`src/sync_class_length_frame_decoder_assert.svh`:
```
// ----------------------------------------------------------------------------
// Frame decoder assertion macros
// Shared concurrent assertion forms, clocked on clk and disabled in reset.
// ----------------------------------------------------------------------------
`ifndef SYNC_CLASS_LENGTH_FRAME_DECODER_ASSERT_SVH
`define SYNC_CLASS_LENGTH_FRAME_DECODER_ASSERT_SVH

// Same-cycle implication.
`define SCLFD_ASSERT_NOW(lbl, ante, cons) \
	lbl: assert property (@(posedge clk) disable iff (!arst_n) (ante) |-> (cons)) \
		else $error("frame decoder check failed");

// Next-cycle implication.
`define SCLFD_ASSERT_NEXT(lbl, ante, cons) \
	lbl: assert property (@(posedge clk) disable iff (!arst_n) (ante) |=> (cons)) \
		else $error("frame decoder check failed");

`endif

```
`src/sclfd_pkg.sv`:
```
// ----------------------------------------------------------------------------
// Frame decoder package
// Protocol bytes, class codes, error codes, register map and shared types.
// ----------------------------------------------------------------------------
package sclfd_pkg;

	// Frame sync bytes.
	localparam logic [7:0] SYNC_FIRST  = 8'h44;
	localparam logic [7:0] SYNC_SECOND = 8'h57;

	// Frame classes.
	localparam logic [7:0] CLS_DEBUG     = 8'h00;
	localparam logic [7:0] CLS_CONFIRM   = 8'h02;
	localparam logic [7:0] CLS_DISTANCE  = 8'h04;
	localparam logic [7:0] CLS_CENTROID  = 8'h05;
	localparam logic [7:0] CLS_DIRECTION = 8'h06;

	// Error codes reported on last_error.
	localparam logic [1:0] ERR_NONE  = 2'd0;
	localparam logic [1:0] ERR_SYNC  = 2'd1;
	localparam logic [1:0] ERR_CLASS = 2'd2;

	// Register map: index is paddr[4:3], 64-bit registers at 8-byte strides.
	localparam int unsigned ADDR_W = 5;
	localparam int unsigned DATA_W = 64;
	localparam logic [1:0]  REG_NCOUNT  = 2'd0;
	localparam logic [1:0]  REG_ADDR_LO = 2'd1;
	localparam logic [1:0]  REG_ADDR_MD = 2'd2;
	localparam logic [1:0]  REG_ADDR_HI = 2'd3;

	// The neighbor table has twelve 16-bit slots in three 64-bit registers.
	localparam int unsigned NBR_SLOTS  = 12;
	localparam int unsigned NBR_IDX_W  = 4;
	localparam int unsigned NBR_TBL_W  = 192;

	// Parser status for the byte presented at the input.
	typedef struct packed {
		logic sync_err;
		logic frame_end;
	} parse_stat_t;

	// One-cycle result of the neighbor compare sequence.
	typedef struct packed {
		logic done;
		logic match;
	} match_res_t;

endpackage

```
`src/sclfd_rx_if.sv`:
```
// ----------------------------------------------------------------------------
// Received byte channel
// Valid/ready channel that carries one received serial byte per transfer.
// ----------------------------------------------------------------------------
interface sclfd_rx_if;
	logic       valid;
	logic       ready;
	logic [7:0] rx_byte;

	modport source (output valid, output rx_byte, input ready);
	modport sink (input valid, input rx_byte, output ready);
endinterface

```
`src/sclfd_res_if.sv`:
```
// ----------------------------------------------------------------------------
// Decoder result channel
// Valid/ready channel that carries the decoder status after each byte.
// ----------------------------------------------------------------------------
interface sclfd_res_if;
	logic        valid;
	logic        ready;
	logic        frame_done;
	logic        table_match;
	logic [31:0] centroid_x_bits;
	logic [31:0] centroid_y_bits;
	logic [31:0] direction_x_bits;
	logic [31:0] direction_y_bits;
	logic [31:0] source_distance_bits;
	logic [15:0] frames_seen;
	logic [15:0] errors_seen;
	logic [1:0]  last_error;

	modport source (
		output valid, input ready,
		output frame_done, output table_match,
		output centroid_x_bits, output centroid_y_bits,
		output direction_x_bits, output direction_y_bits,
		output source_distance_bits,
		output frames_seen, output errors_seen, output last_error
	);
	modport sink (
		input valid, output ready,
		input frame_done, input table_match,
		input centroid_x_bits, input centroid_y_bits,
		input direction_x_bits, input direction_y_bits,
		input source_distance_bits,
		input frames_seen, input errors_seen, input last_error
	);
endinterface

```
`src/sclfd_parser.sv`:
```
// ----------------------------------------------------------------------------
// Frame parser
// Tracks sync, class and length bytes and collects payload bytes into a
// store of 16-bit rows. Flags the out-of-sync and end-of-frame bytes.
// ----------------------------------------------------------------------------
module sclfd_parser
	import sclfd_pkg::*;
#(
	parameter int unsigned MAX_NEIGHBORS = 10
) (
	input  logic                 clk,
	input  logic                 arst_n,
	input  logic                 take,
	input  logic [7:0]           rx_byte,
	output parse_stat_t          stat,
	output logic [7:0]           cls,
	output logic [63:0]          head_bytes,
	input  logic [$clog2((2 * MAX_NEIGHBORS > 8 ? 2 * MAX_NEIGHBORS : 8) / 2)-1:0] rd_row,
	output logic [15:0]          rd_data
);

	localparam int unsigned STORE_DEPTH = (2 * MAX_NEIGHBORS > 8) ? 2 * MAX_NEIGHBORS : 8;
	localparam int unsigned ROWS        = STORE_DEPTH / 2;
	localparam int unsigned ROW_W       = $clog2(ROWS);

	localparam logic [2:0] PH_HUNT  = 3'd0;
	localparam logic [2:0] PH_SYNC1 = 3'd1;
	localparam logic [2:0] PH_SYNC2 = 3'd2;
	localparam logic [2:0] PH_CLASS = 3'd3;
	localparam logic [2:0] PH_LEN   = 3'd4;

	logic [2:0]  phase_q;
	logic [7:0]  cls_q;
	logic [7:0]  len_q;
	logic [7:0]  idx_q;
	logic [15:0] store_q [ROWS];
	logic [8:0]  idx_inc;
	logic        store_wr;
	logic [ROW_W-1:0] wr_row;

	// Status of the byte at the input, valid when it is taken.
	assign idx_inc        = {1'b0, idx_q} + 9'd1;
	assign stat.sync_err  = (phase_q == PH_SYNC1) && (rx_byte != SYNC_SECOND);
	assign stat.frame_end = (phase_q == PH_LEN) && (idx_inc >= {1'b0, len_q});

	// Phase sequencing and header capture.
	always_ff @(posedge clk or negedge arst_n) begin
		if (!arst_n) begin
			phase_q <= PH_HUNT;
			cls_q   <= '0;
			len_q   <= '0;
			idx_q   <= '0;
		end else if (take) begin
			case (phase_q)
				PH_SYNC1: begin
					phase_q <= stat.sync_err ? PH_HUNT : PH_SYNC2;
				end
				PH_SYNC2: begin
					cls_q   <= rx_byte;
					phase_q <= PH_CLASS;
				end
				PH_CLASS: begin
					len_q   <= rx_byte;
					idx_q   <= '0;
					phase_q <= PH_LEN;
				end
				PH_LEN: begin
					idx_q <= idx_inc[7:0];
					if (stat.frame_end) begin
						phase_q <= PH_HUNT;
					end
				end
				default: begin
					phase_q <= (rx_byte == SYNC_FIRST) ? PH_SYNC1 : PH_HUNT;
				end
			endcase
		end
	end

	// Payload store: bytes past the store depth are dropped.
	assign store_wr = take && (phase_q == PH_LEN) && (idx_q < 8'(STORE_DEPTH));
	assign wr_row   = idx_q[ROW_W:1];

	always_ff @(posedge clk or negedge arst_n) begin
		if (!arst_n) begin
			for (int r = 0; r < ROWS; r++) begin
				store_q[r] <= '0;
			end
		end else if (store_wr) begin
			if (idx_q[0]) begin
				store_q[wr_row][15:8] <= rx_byte;
			end else begin
				store_q[wr_row][7:0] <= rx_byte;
			end
		end
	end

	// Fixed view of the first eight bytes and one selectable row.
	assign cls        = cls_q;
	assign head_bytes = {store_q[3], store_q[2], store_q[1], store_q[0]};
	assign rd_data    = store_q[rd_row];

endmodule

```
`src/sclfd_matcher.sv`:
```
// ----------------------------------------------------------------------------
// Neighbor table matcher
// Shared 16-bit comparator that walks the neighbor table one entry a cycle
// against the payload rows and stops at the first mismatch.
// ----------------------------------------------------------------------------
module sclfd_matcher
	import sclfd_pkg::*;
#(
	parameter int unsigned MAX_NEIGHBORS = 10
) (
	input  logic                    clk,
	input  logic                    arst_n,
	input  logic                    start,
	input  logic [NBR_IDX_W-1:0]    n_words,
	input  logic [NBR_TBL_W-1:0]    nbr_tbl,
	output logic [$clog2((2 * MAX_NEIGHBORS > 8 ? 2 * MAX_NEIGHBORS : 8) / 2)-1:0] rd_row,
	input  logic [15:0]             rd_data,
	output logic                    busy,
	output match_res_t              res
);

	localparam int unsigned STORE_DEPTH = (2 * MAX_NEIGHBORS > 8) ? 2 * MAX_NEIGHBORS : 8;
	localparam int unsigned ROW_W       = $clog2(STORE_DEPTH / 2);

	logic                 busy_q;
	logic [ROW_W-1:0]     idx_q;
	logic [NBR_IDX_W-1:0] tidx;
	logic [15:0]          tbl_word;
	logic                 hit;
	logic                 last;

	// One compare per cycle on the current entry.
	assign tidx     = NBR_IDX_W'(idx_q);
	assign tbl_word = nbr_tbl[16 * tidx +: 16];
	assign hit      = (rd_data == tbl_word);
	assign last     = ({1'b0, tidx} + 5'd1) == {1'b0, n_words};
	assign rd_row   = idx_q;
	assign busy     = busy_q;

	assign res.done  = busy_q && (!hit || last);
	assign res.match = hit;

	// Entry counter and run flag.
	always_ff @(posedge clk or negedge arst_n) begin
		if (!arst_n) begin
			busy_q <= 1'b0;
			idx_q  <= '0;
		end else if (start) begin
			busy_q <= 1'b1;
			idx_q  <= '0;
		end else if (busy_q) begin
			if (res.done) begin
				busy_q <= 1'b0;
			end else begin
				idx_q <= idx_q + ROW_W'(1);
			end
		end
	end

endmodule

```
`src/sync_class_length_frame_decoder.sv`:
```
// A byte that does not end a frame goes from its transfer through the publish step into the
// output register; a frame-ending byte passes the decode step first, and a confirmation frame
// also the compare step, where N neighbor entries (at most MAX_NEIGHBORS) are compared on the
// one shared comparator. A byte is taken only in the idle state; the next byte is taken while
// a result waits in the output register. The asynchronous reset clears state, counters, the
// payload store and config registers at once, not the result fields; no clearing pass follows.
// ----------------------------------------------------------------------------
// Sync/class/length frame decoder
// Parses framed serial bytes, decodes completed frames and reports status
// after every byte. Neighbor table and count are written over an APB port.
// ----------------------------------------------------------------------------
`include "sync_class_length_frame_decoder_assert.svh"

module sync_class_length_frame_decoder
	import sclfd_pkg::*;
#(
	parameter int unsigned MAX_NEIGHBORS = 10
) (
	input  logic               clk,
	input  logic               arst_n,
	sclfd_rx_if.sink           rx,
	sclfd_res_if.source        res,
	input  logic               psel,
	input  logic               penable,
	input  logic               pwrite,
	input  logic [ADDR_W-1:0]  paddr,
	input  logic [DATA_W-1:0]  pwdata,
	output logic [DATA_W-1:0]  prdata,
	output logic               pready
);

	localparam int unsigned STORE_DEPTH = (2 * MAX_NEIGHBORS > 8) ? 2 * MAX_NEIGHBORS : 8;
	localparam int unsigned ROW_W       = $clog2(STORE_DEPTH / 2);

	localparam logic [1:0] ST_IDLE = 2'd0;
	localparam logic [1:0] ST_DEC  = 2'd1;
	localparam logic [1:0] ST_CMP  = 2'd2;
	localparam logic [1:0] ST_FIN  = 2'd3;

	logic [1:0]           state_q;
	logic [NBR_IDX_W-1:0] ncount_q;
	logic [63:0]          addr_lo_q;
	logic [63:0]          addr_md_q;
	logic [63:0]          addr_hi_q;
	logic [NBR_IDX_W-1:0] n_sat;
	logic                 take;
	logic                 cfg_wr;
	logic [1:0]           reg_idx;
	parse_stat_t          pstat;
	match_res_t           mres;
	logic [7:0]           cls;
	logic [63:0]          head_bytes;
	logic [ROW_W-1:0]     rd_row;
	logic [15:0]          rd_data;
	logic                 m_start;
	logic                 m_busy;
	logic                 out_load;

	logic        done_q;
	logic        ack_q;
	logic [31:0] cx_q;
	logic [31:0] cy_q;
	logic [31:0] dx_q;
	logic [31:0] dy_q;
	logic [31:0] sd_q;
	logic [15:0] frame_cnt_q;
	logic [15:0] err_cnt_q;
	logic [1:0]  err_code_q;
	logic        out_valid_q;

	// Configuration registers.
	assign pready  = 1'b1;
	assign cfg_wr  = psel && penable && pwrite;
	assign reg_idx = paddr[4:3];

	always_ff @(posedge clk or negedge arst_n) begin
		if (!arst_n) begin
			ncount_q  <= '0;
			addr_lo_q <= '0;
			addr_md_q <= '0;
			addr_hi_q <= '0;
		end else if (cfg_wr) begin
			case (reg_idx)
				REG_NCOUNT:  ncount_q  <= pwdata[NBR_IDX_W-1:0];
				REG_ADDR_LO: addr_lo_q <= pwdata;
				REG_ADDR_MD: addr_md_q <= pwdata;
				REG_ADDR_HI: addr_hi_q <= pwdata;
				default:     ncount_q  <= ncount_q;
			endcase
		end
	end

	always_comb begin
		case (reg_idx)
			REG_NCOUNT:  prdata = {{(DATA_W - NBR_IDX_W){1'b0}}, ncount_q};
			REG_ADDR_LO: prdata = addr_lo_q;
			REG_ADDR_MD: prdata = addr_md_q;
			REG_ADDR_HI: prdata = addr_hi_q;
			default:     prdata = '0;
		endcase
	end

	// Neighbor count is capped at MAX_NEIGHBORS.
	assign n_sat = (ncount_q > NBR_IDX_W'(MAX_NEIGHBORS)) ? NBR_IDX_W'(MAX_NEIGHBORS) : ncount_q;

	assign rx.ready = (state_q == ST_IDLE);
	assign take     = rx.valid && rx.ready;

	sclfd_parser #(
		.MAX_NEIGHBORS (MAX_NEIGHBORS)
	) u_parser (
		.clk        (clk),
		.arst_n     (arst_n),
		.take       (take),
		.rx_byte    (rx.rx_byte),
		.stat       (pstat),
		.cls        (cls),
		.head_bytes (head_bytes),
		.rd_row     (rd_row),
		.rd_data    (rd_data)
	);

	assign m_start = (state_q == ST_DEC) && (cls == CLS_CONFIRM) && (n_sat != '0);

	sclfd_matcher #(
		.MAX_NEIGHBORS (MAX_NEIGHBORS)
	) u_matcher (
		.clk     (clk),
		.arst_n  (arst_n),
		.start   (m_start),
		.n_words (n_sat),
		.nbr_tbl ({addr_hi_q, addr_md_q, addr_lo_q}),
		.rd_row  (rd_row),
		.rd_data (rd_data),
		.busy    (m_busy),
		.res     (mres)
	);

	// Sequencer: take a byte, decode a finished frame, run the compare, publish.
	assign out_load = (state_q == ST_FIN) && (!out_valid_q || res.ready);

	always_ff @(posedge clk or negedge arst_n) begin
		if (!arst_n) begin
			state_q     <= ST_IDLE;
			done_q      <= 1'b0;
			ack_q       <= 1'b0;
			cx_q        <= '0;
			cy_q        <= '0;
			dx_q        <= '0;
			dy_q        <= '0;
			sd_q        <= '0;
			frame_cnt_q <= '0;
			err_cnt_q   <= '0;
			err_code_q  <= ERR_NONE;
		end else begin
			case (state_q)
				ST_IDLE: begin
					if (take) begin
						done_q  <= pstat.frame_end;
						state_q <= pstat.frame_end ? ST_DEC : ST_FIN;
						if (pstat.frame_end) begin
							frame_cnt_q <= frame_cnt_q + 16'd1;
						end
						if (pstat.sync_err) begin
							err_cnt_q  <= err_cnt_q + 16'd1;
							err_code_q <= ERR_SYNC;
						end
					end
				end
				ST_DEC: begin
					state_q <= ST_FIN;
					case (cls)
						CLS_CONFIRM: begin
							if (n_sat == '0) begin
								ack_q <= 1'b1;
							end else begin
								state_q <= ST_CMP;
							end
						end
						CLS_CENTROID: begin
							cx_q <= head_bytes[31:0];
							cy_q <= head_bytes[63:32];
						end
						CLS_DIRECTION: begin
							dx_q <= head_bytes[31:0];
							dy_q <= head_bytes[63:32];
						end
						CLS_DISTANCE: begin
							sd_q <= head_bytes[31:0];
						end
						CLS_DEBUG: begin
							ack_q <= ack_q;
						end
						default: begin
							err_cnt_q  <= err_cnt_q + 16'd1;
							err_code_q <= ERR_CLASS;
						end
					endcase
				end
				ST_CMP: begin
					if (mres.done) begin
						ack_q   <= mres.match;
						state_q <= ST_FIN;
					end
				end
				ST_FIN: begin
					if (out_load) begin
						state_q <= ST_IDLE;
					end
				end
				default: begin
					state_q <= ST_IDLE;
				end
			endcase
		end
	end

	// Output register: holds one result while the next byte is parsed.
	always_ff @(posedge clk or negedge arst_n) begin
		if (!arst_n) begin
			out_valid_q <= 1'b0;
		end else if (out_load) begin
			out_valid_q <= 1'b1;
		end else if (res.ready) begin
			out_valid_q <= 1'b0;
		end
	end

	always_ff @(posedge clk) begin
		if (out_load) begin
			res.frame_done           <= done_q;
			res.table_match          <= ack_q;
			res.centroid_x_bits      <= cx_q;
			res.centroid_y_bits      <= cy_q;
			res.direction_x_bits     <= dx_q;
			res.direction_y_bits     <= dy_q;
			res.source_distance_bits <= sd_q;
			res.frames_seen          <= frame_cnt_q;
			res.errors_seen          <= err_cnt_q;
			res.last_error           <= err_code_q;
		end
	end

	assign res.valid = out_valid_q;

	// A frame-ending byte always goes through the decode step.
	`SCLFD_ASSERT_NEXT(a_frame_end_decodes, take && pstat.frame_end, state_q == ST_DEC)
	// The comparator runs only while the sequencer waits for it.
	`SCLFD_ASSERT_NOW(a_matcher_in_cmp, m_busy, state_q == ST_CMP)
	// A new result appears only out of the publish step.
	`SCLFD_ASSERT_NOW(a_valid_from_fin, $rose(out_valid_q), $past(state_q) == ST_FIN)
	// The frame count moves only on a transferred frame-ending byte.
	`SCLFD_ASSERT_NEXT(a_count_only_on_end, !(take && pstat.frame_end), $stable(frame_cnt_q))

endmodule
```
`src/flat_wrapper.sv`:
```
// flat-port wrapper written by rule: the top's interface ports become plain ports
module sync_class_length_frame_decoder_flat import sclfd_pkg::*;
#(
	parameter int unsigned MAX_NEIGHBORS = 10
)
  (clk, arst_n, psel, penable, pwrite, paddr, pwdata, prdata, pready, rx_valid, rx_rx_byte, rx_ready, res_valid, res_ready, res_frame_done, res_table_match, res_centroid_x_bits, res_centroid_y_bits, res_direction_x_bits, res_direction_y_bits, res_source_distance_bits, res_frames_seen, res_errors_seen, res_last_error);
  sclfd_rx_if rx_i ();
  sclfd_res_if res_i ();
  input  logic clk;
  input  logic arst_n;
  input  logic psel;
  input  logic penable;
  input  logic pwrite;
  input  logic [ADDR_W-1:0] paddr;
  input  logic [DATA_W-1:0] pwdata;
  output logic [DATA_W-1:0] prdata;
  output logic pready;
  input wire logic [$bits(rx_i.valid)-1:0] rx_valid;
  input wire logic [$bits(rx_i.rx_byte)-1:0] rx_rx_byte;
  output wire logic [$bits(rx_i.ready)-1:0] rx_ready;
  output wire logic [$bits(res_i.valid)-1:0] res_valid;
  input wire logic [$bits(res_i.ready)-1:0] res_ready;
  output wire logic [$bits(res_i.frame_done)-1:0] res_frame_done;
  output wire logic [$bits(res_i.table_match)-1:0] res_table_match;
  output wire logic [$bits(res_i.centroid_x_bits)-1:0] res_centroid_x_bits;
  output wire logic [$bits(res_i.centroid_y_bits)-1:0] res_centroid_y_bits;
  output wire logic [$bits(res_i.direction_x_bits)-1:0] res_direction_x_bits;
  output wire logic [$bits(res_i.direction_y_bits)-1:0] res_direction_y_bits;
  output wire logic [$bits(res_i.source_distance_bits)-1:0] res_source_distance_bits;
  output wire logic [$bits(res_i.frames_seen)-1:0] res_frames_seen;
  output wire logic [$bits(res_i.errors_seen)-1:0] res_errors_seen;
  output wire logic [$bits(res_i.last_error)-1:0] res_last_error;
  assign rx_i.valid = rx_valid;
  assign rx_i.rx_byte = rx_rx_byte;
  assign rx_ready = rx_i.ready;
  assign res_valid = res_i.valid;
  assign res_i.ready = res_ready;
  assign res_frame_done = res_i.frame_done;
  assign res_table_match = res_i.table_match;
  assign res_centroid_x_bits = res_i.centroid_x_bits;
  assign res_centroid_y_bits = res_i.centroid_y_bits;
  assign res_direction_x_bits = res_i.direction_x_bits;
  assign res_direction_y_bits = res_i.direction_y_bits;
  assign res_source_distance_bits = res_i.source_distance_bits;
  assign res_frames_seen = res_i.frames_seen;
  assign res_errors_seen = res_i.errors_seen;
  assign res_last_error = res_i.last_error;
  sync_class_length_frame_decoder #(.MAX_NEIGHBORS(MAX_NEIGHBORS)) u_core (.clk(clk), .arst_n(arst_n), .rx(rx_i), .res(res_i), .psel(psel), .penable(penable), .pwrite(pwrite), .paddr(paddr), .pwdata(pwdata), .prdata(prdata), .pready(pready));
endmodule
```
`config.mk`:
```
export PLATFORM = sky130hd
export DESIGN_NAME = sync_class_length_frame_decoder_flat
export DESIGN_NICKNAME = d
export VERILOG_FILES = /design/src/sclfd_pkg.sv /design/src/sclfd_rx_if.sv /design/src/sclfd_res_if.sv /design/src/sclfd_parser.sv /design/src/sclfd_matcher.sv /design/src/sync_class_length_frame_decoder.sv /design/src/flat_wrapper.sv
export VERILOG_INCLUDE_DIRS = /design/src /design/src/src
export SDC_FILE = /design/constraint.sdc
export NUM_CORES = 1
export LEC_CHECK = 0
export ABC_AREA = 1
export BUFFER_PORTS_ARGS = -buffer_cell sky130_fd_sc_hd__buf_2
export CORE_MARGIN = 2
export CORE_UTILIZATION = 25
export CTS_BUF_LIST = sky130_fd_sc_hd__clkbuf_4
export DETAILED_ROUTE_END_ITERATION = 16
export SLEW_MARGIN = 20
export SYNTH_ARGS = -nofsm -noshare
export SYNTH_HDL_FRONTEND = slang
export SYNTH_HIERARCHICAL = 1
export SYNTH_SLANG_ARGS = --single-unit
```
`constraint.sdc`:
```
create_clock -name clk -period 15.5 [get_ports clk]
set_input_delay 0.775 -clock clk [delete_from_list [all_inputs] [get_ports clk]]
set_output_delay 0.775 -clock clk [all_outputs]
set_load 0.03 [all_outputs]
```
==> impl_metrics.csv <==
group,metric,value,unit
outcome,status,"completed",
worst_setup_path,worstReg2RegStart,"u_core/u_matcher/rd_row[0]",
die,die_x,375,um
routing,wl_met3,7.52,mm
clock_network,clockBufferDepth,3,
logic_synthesis,async_reset_ff_share,75.0,%
die,start_util,25.1,%
routing,drc,0,
logic_synthesis,ys.flop_type,"dfrtp_1",
clock_network,cts_num_sinks,783,
global_route,grt_max_degree,109,
timing,clock-skew-final,0.107,ns
die,ios,347,
logic_synthesis,synth.distinct_cells,45,
layout,fillerInstances,14373,
layout,final_cell_count_no_fill,6002,
logic_synthesis,ys_seq_area_share,59.9,%
logic_synthesis,avgSynthCellArea,9.46,um2
layout,drive_gt1_share,19.6,%
clock_network,post_cts_buffers,0,
die,num_rows,136,
global_route,grt_first_pass_wirelength,161,mm
routing,highest_layer,"met5",
timing,clock.fmax,219,MHz
worst_setup_path,path_class,"flip-flop to flip-flop",
pwr,total_power,5.88,mW
timing,setup_viol,0,
timing,rsz0062_at_grt,"no",
timing,timing.final.crit_period,4.57,ns
routing,met1_length,46.2,mm
clock_network,insertion_delay,1.16,ns
worst_setup_path,reg2reg_slack,10.93,ns
worst_setup_path,crit_path_end,"u_core/state_q[0]",
clock_network,ctsResizeCount,0,
timing,fin_tns_setup,0,ns
clock_network,root_buffer,"clkbuf_4",
place,portBuffers,342,
global_route,grt_overflow_total,0,
worst_setup_path,reg2regPathDepth,19,
pwr,leakagePower,18.0,nW
clock_network,clk_pin_slew,0.07,ns
timing,final_hold_viol_count,0,
routing,wl_per_cell,17.8,um
min_path,hold_path_depth,7,
pwr,ir_worst_vdd,0.0904,mV
worst_setup_path,cp.arrival,5.61,ns
worst_setup_path,worst-path-max-fanout,80,
die,die_h,375,um
clock_network,holdBufCountCts,75,
layout,syn_to_final_growth,18.7,%
logic_synthesis,synth-edff-count,196,
logic_synthesis,yosys_warnings,6,
routing,routed_wl,107,mm
routing,num_vias,27128,
global_route,groute.usage.overall,14.9,%
timing,worst_slew_pin_slew,1.15,ns
place,place.gp.congestion,0.886,
logic_synthesis,netlist_area,0.0344,mm2
global_route,antenna_found_initial,15,
place,hpwl,71.9,mm
die,die_area,0.140,mm2
flow_run,drv_cap,0,
layout,nNetsFinal,4132,
logic_synthesis,yosys_register_bits,783,
logic_synthesis,synthCells,3635,
worst_setup_path,rr_endpoint,"u_core/state_q[0]",
worst_setup_path,critical_path.endpoint_type,"flip-flop",
timing,maxSlewHeadroom,22.9,%
worst_setup_path,crit_start,"u_core/u_matcher/rd_row[0]",
place,dpl.cell_count,5541,
routing,drtPass1Iterations,7,
routing,drtIter0Drc,2288,
global_route,grt_pass1_vias,25944,
worst_setup_path,cp.required,16.54,ns
logic_synthesis,syn_nets,3735,
routing,ant_nets,0,
routing,vias_per_cell,4.52,
worst_setup_path,crit_path_start_kind,"flip-flop",
routing,route.met2.wl,49.1,mm
timing,slew_violations,0,
clock_network,cts_tree,"done",
clock_network,cts_buffers,207,
pwr,power_density,144,mW/mm2
min_path,holdCritStartpoint,"rx_rx_byte[6]",
die,core,0.137,mm2
min_path,hp-class,"input pin to flip-flop",
timing,period_share,29.5,%
clock_network,h-tree-depth,4,
power breakdown:
group / internal [mW] / total [mW] / switching, mW
Clock: 0.975 / 1.90 / 0.924
Combinational: 0.334 / 1.31 / 0.973
Sequential: 2.50 / 2.67 / 0.175
layout by cell type (no fill, tap or decap), drive strengths merged:
cell / netlist / layout
nand2: 952 / 952
o21ai: 616 / 616
dfrtp: 587 / 587
buf: 181 / 367
inv: 348 / 360
clkbuf: 73 / 323
nor2: 236 / 236
edfxtp: 196 / 196
nand3: 153 / 153
dlygate4sd3: 0 / 75
o221ai: 60 / 60
mux2: 60 / 60
clkinv: 2 / 42
o211ai: 32 / 32
o22ai: 18 / 18
nand4: 17 / 17
xor2: 16 / 16
ha: 16 / 16
mux2i: 16 / 16
nor3: 15 / 15
a21oi: 14 / 14
diode: 0 / 10
xnor2: 10 / 10
nand3b: 5 / 5
o2111ai: 4 / 4
or2: 4 / 4
a22oi: 1 / 1
and3: 1 / 1
conb: 1 / 1
and2: 1 / 1
cells in the mapped netlist (2+ instances only):
cell type | instances | share of area, %
nor2_4 | 7 | 0.23
nand3_2 | 11 | 0.32
or2_2 | 4 | 0.073
inv_1 | 342 | 3.7
buf_1 | 13 | 0.14
mux2i_1 | 16 | 0.47
nand2_1 | 934 | 10
a21oi_1 | 14 | 0.20
o21ai_0 | 512 | 7.5
buf_2 | 78 | 1.1
buf_6 | 10 | 0.33
nor3_4 | 2 | 0.095
mux2_1 | 12 | 0.39
nor2_2 | 4 | 0.073
nand2_2 | 16 | 0.29
nand3_1 | 141 | 2.1
xnor2_1 | 10 | 0.25
buf_4 | 80 | 1.7
o211ai_1 | 32 | 0.70
nand2_4 | 2 | 0.066
nor3_1 | 13 | 0.19
nand4_1 | 16 | 0.29
inv_2 | 6 | 0.066
nor2_1 | 224 | 2.4
mux2_2 | 48 | 1.6
edfxtp_1 | 196 | 17
o2111ai_1 | 4 | 0.10
o22ai_1 | 18 | 0.33
clkbuf_1 | 73 | 0.80
dfrtp_1 | 587 | 43
nand3b_1 | 5 | 0.11
xor2_1 | 16 | 0.41
ha_1 | 16 | 0.58
o221ai_1 | 60 | 1.5
o21ai_1 | 103 | 1.5
area by class of cell:
cell class | count | area, um2 | area share, %
diodes | 10 | 25.0 | 0.0613
clock buffers | 323 | 2420 | 5.94
well taps | 1794 | 2240 | 5.50
inverters | 350 | 1320 | 3.22
multi-input cells | 2248 | 11100 | 27.3
repair buffers | 442 | 2690 | 6.59
flip-flops and latches | 783 | 20600 | 50.4
clock inverters | 52 | 399 | 0.978
routing by layer:
| layer | global-route usage [%] | vias to the layer above |
|---|---|---|
| met5 | 0 | - |
| met4 | 6.16 | 12 |
| met3 | 3.77 | 209 |
| met2 | 23.3 | 1043 |
| met1 | 19.7 | 12992 |
| li1 | - | 12872 |
critical path: stages, from the launching register on:
cell and delay, ns:
dfrtp_4 0.68, buf_4 0.78, o21ai_0 0.28, o21ai_0 0.52, o211ai_1 0.17, o21ai_0 0.43, inv_1 0.09, nand2_1 0.10
nand2_1 0.05, nor2_1 0.08, nand2_1 0.09, nor2_2 0.20, nand2_2 0.11, o21ai_0 0.22, inv_1 0.07, nor2_1 0.14
nor3_1 0.08, inv_1 0.09, a21oi_1 0.05, o21ai_0 0.17
through the flow:
| stage | setup WS [ns] | cell area [um2] | util, % | hold slack, ns |
|---|---|---|---|---|
| 3_3_place_gp | 11.04 | 37200 | 27.1 | 0.431 |
| 5_1_grt | 10.64 | 40800 | 29.8 | 0.0972 |
| 4_1_cts | 11.05 | 40700 | 29.7 | 0.00394 |
| 6_report | 10.93 | 40800 | 29.8 | 0.224 |
| 2_1_floorplan | 4.51 | 34400 | - | 0.425 |
| 3_5_place_dp | 11.02 | 37200 | 27.1 | 0.431 |
registers in the layout (all words and copies together), names as in the netlist, 16 cells and up:
name,cells
u_core/sd_q,32
u_core/cx_q,32
u_core/res.centroid_y_bits,32
u_core/res.errors_seen,16
u_core/cy_q,32
u_core/dx_q,32
u_core/res.centroid_x_bits,32
u_core/dy_q,32
u_core/res.frames_seen,16
u_core/frame_cnt_q,16
u_core/res.direction_y_bits,32
u_core/u_parser/store_q,96
u_core/u_parser/head_bytes,64
u_core/res.source_distance_bits,32
u_core/addr_lo_q,64
u_core/addr_hi_q,64
u_core/addr_md_q,64
u_core/err_cnt_q,16
u_core/res.direction_x_bits,32
how the worst min path moves through the flow:
stage	slack, ns	to
floorplan	0.43	u_core/res.centroid_x_bits[0]
global placement	0.43	u_core/res.centroid_x_bits[8]
detailed placement	0.43	u_core/res.centroid_y_bits[16]
CTS	0.004	u_core/u_parser/phase_q[1]
global route	0.1	u_core/addr_hi_q[13]
finish	0.22	u_core/u_parser/phase_q[1]
cell families after synthesis:
kind of cell | synth area share (%)
AO/OA/AOI/OAI | 11.9
AND/OR/NAND/NOR | 16.6
XOR/XNOR | 0.662
buffers and inverters | 7.98
flip-flops | 59.9
other | 0.0109
adder cells (fa/ha/maj) | 0.582
multiplexers | 2.43
No activity file was read; power rests on OpenSTA's default activity.
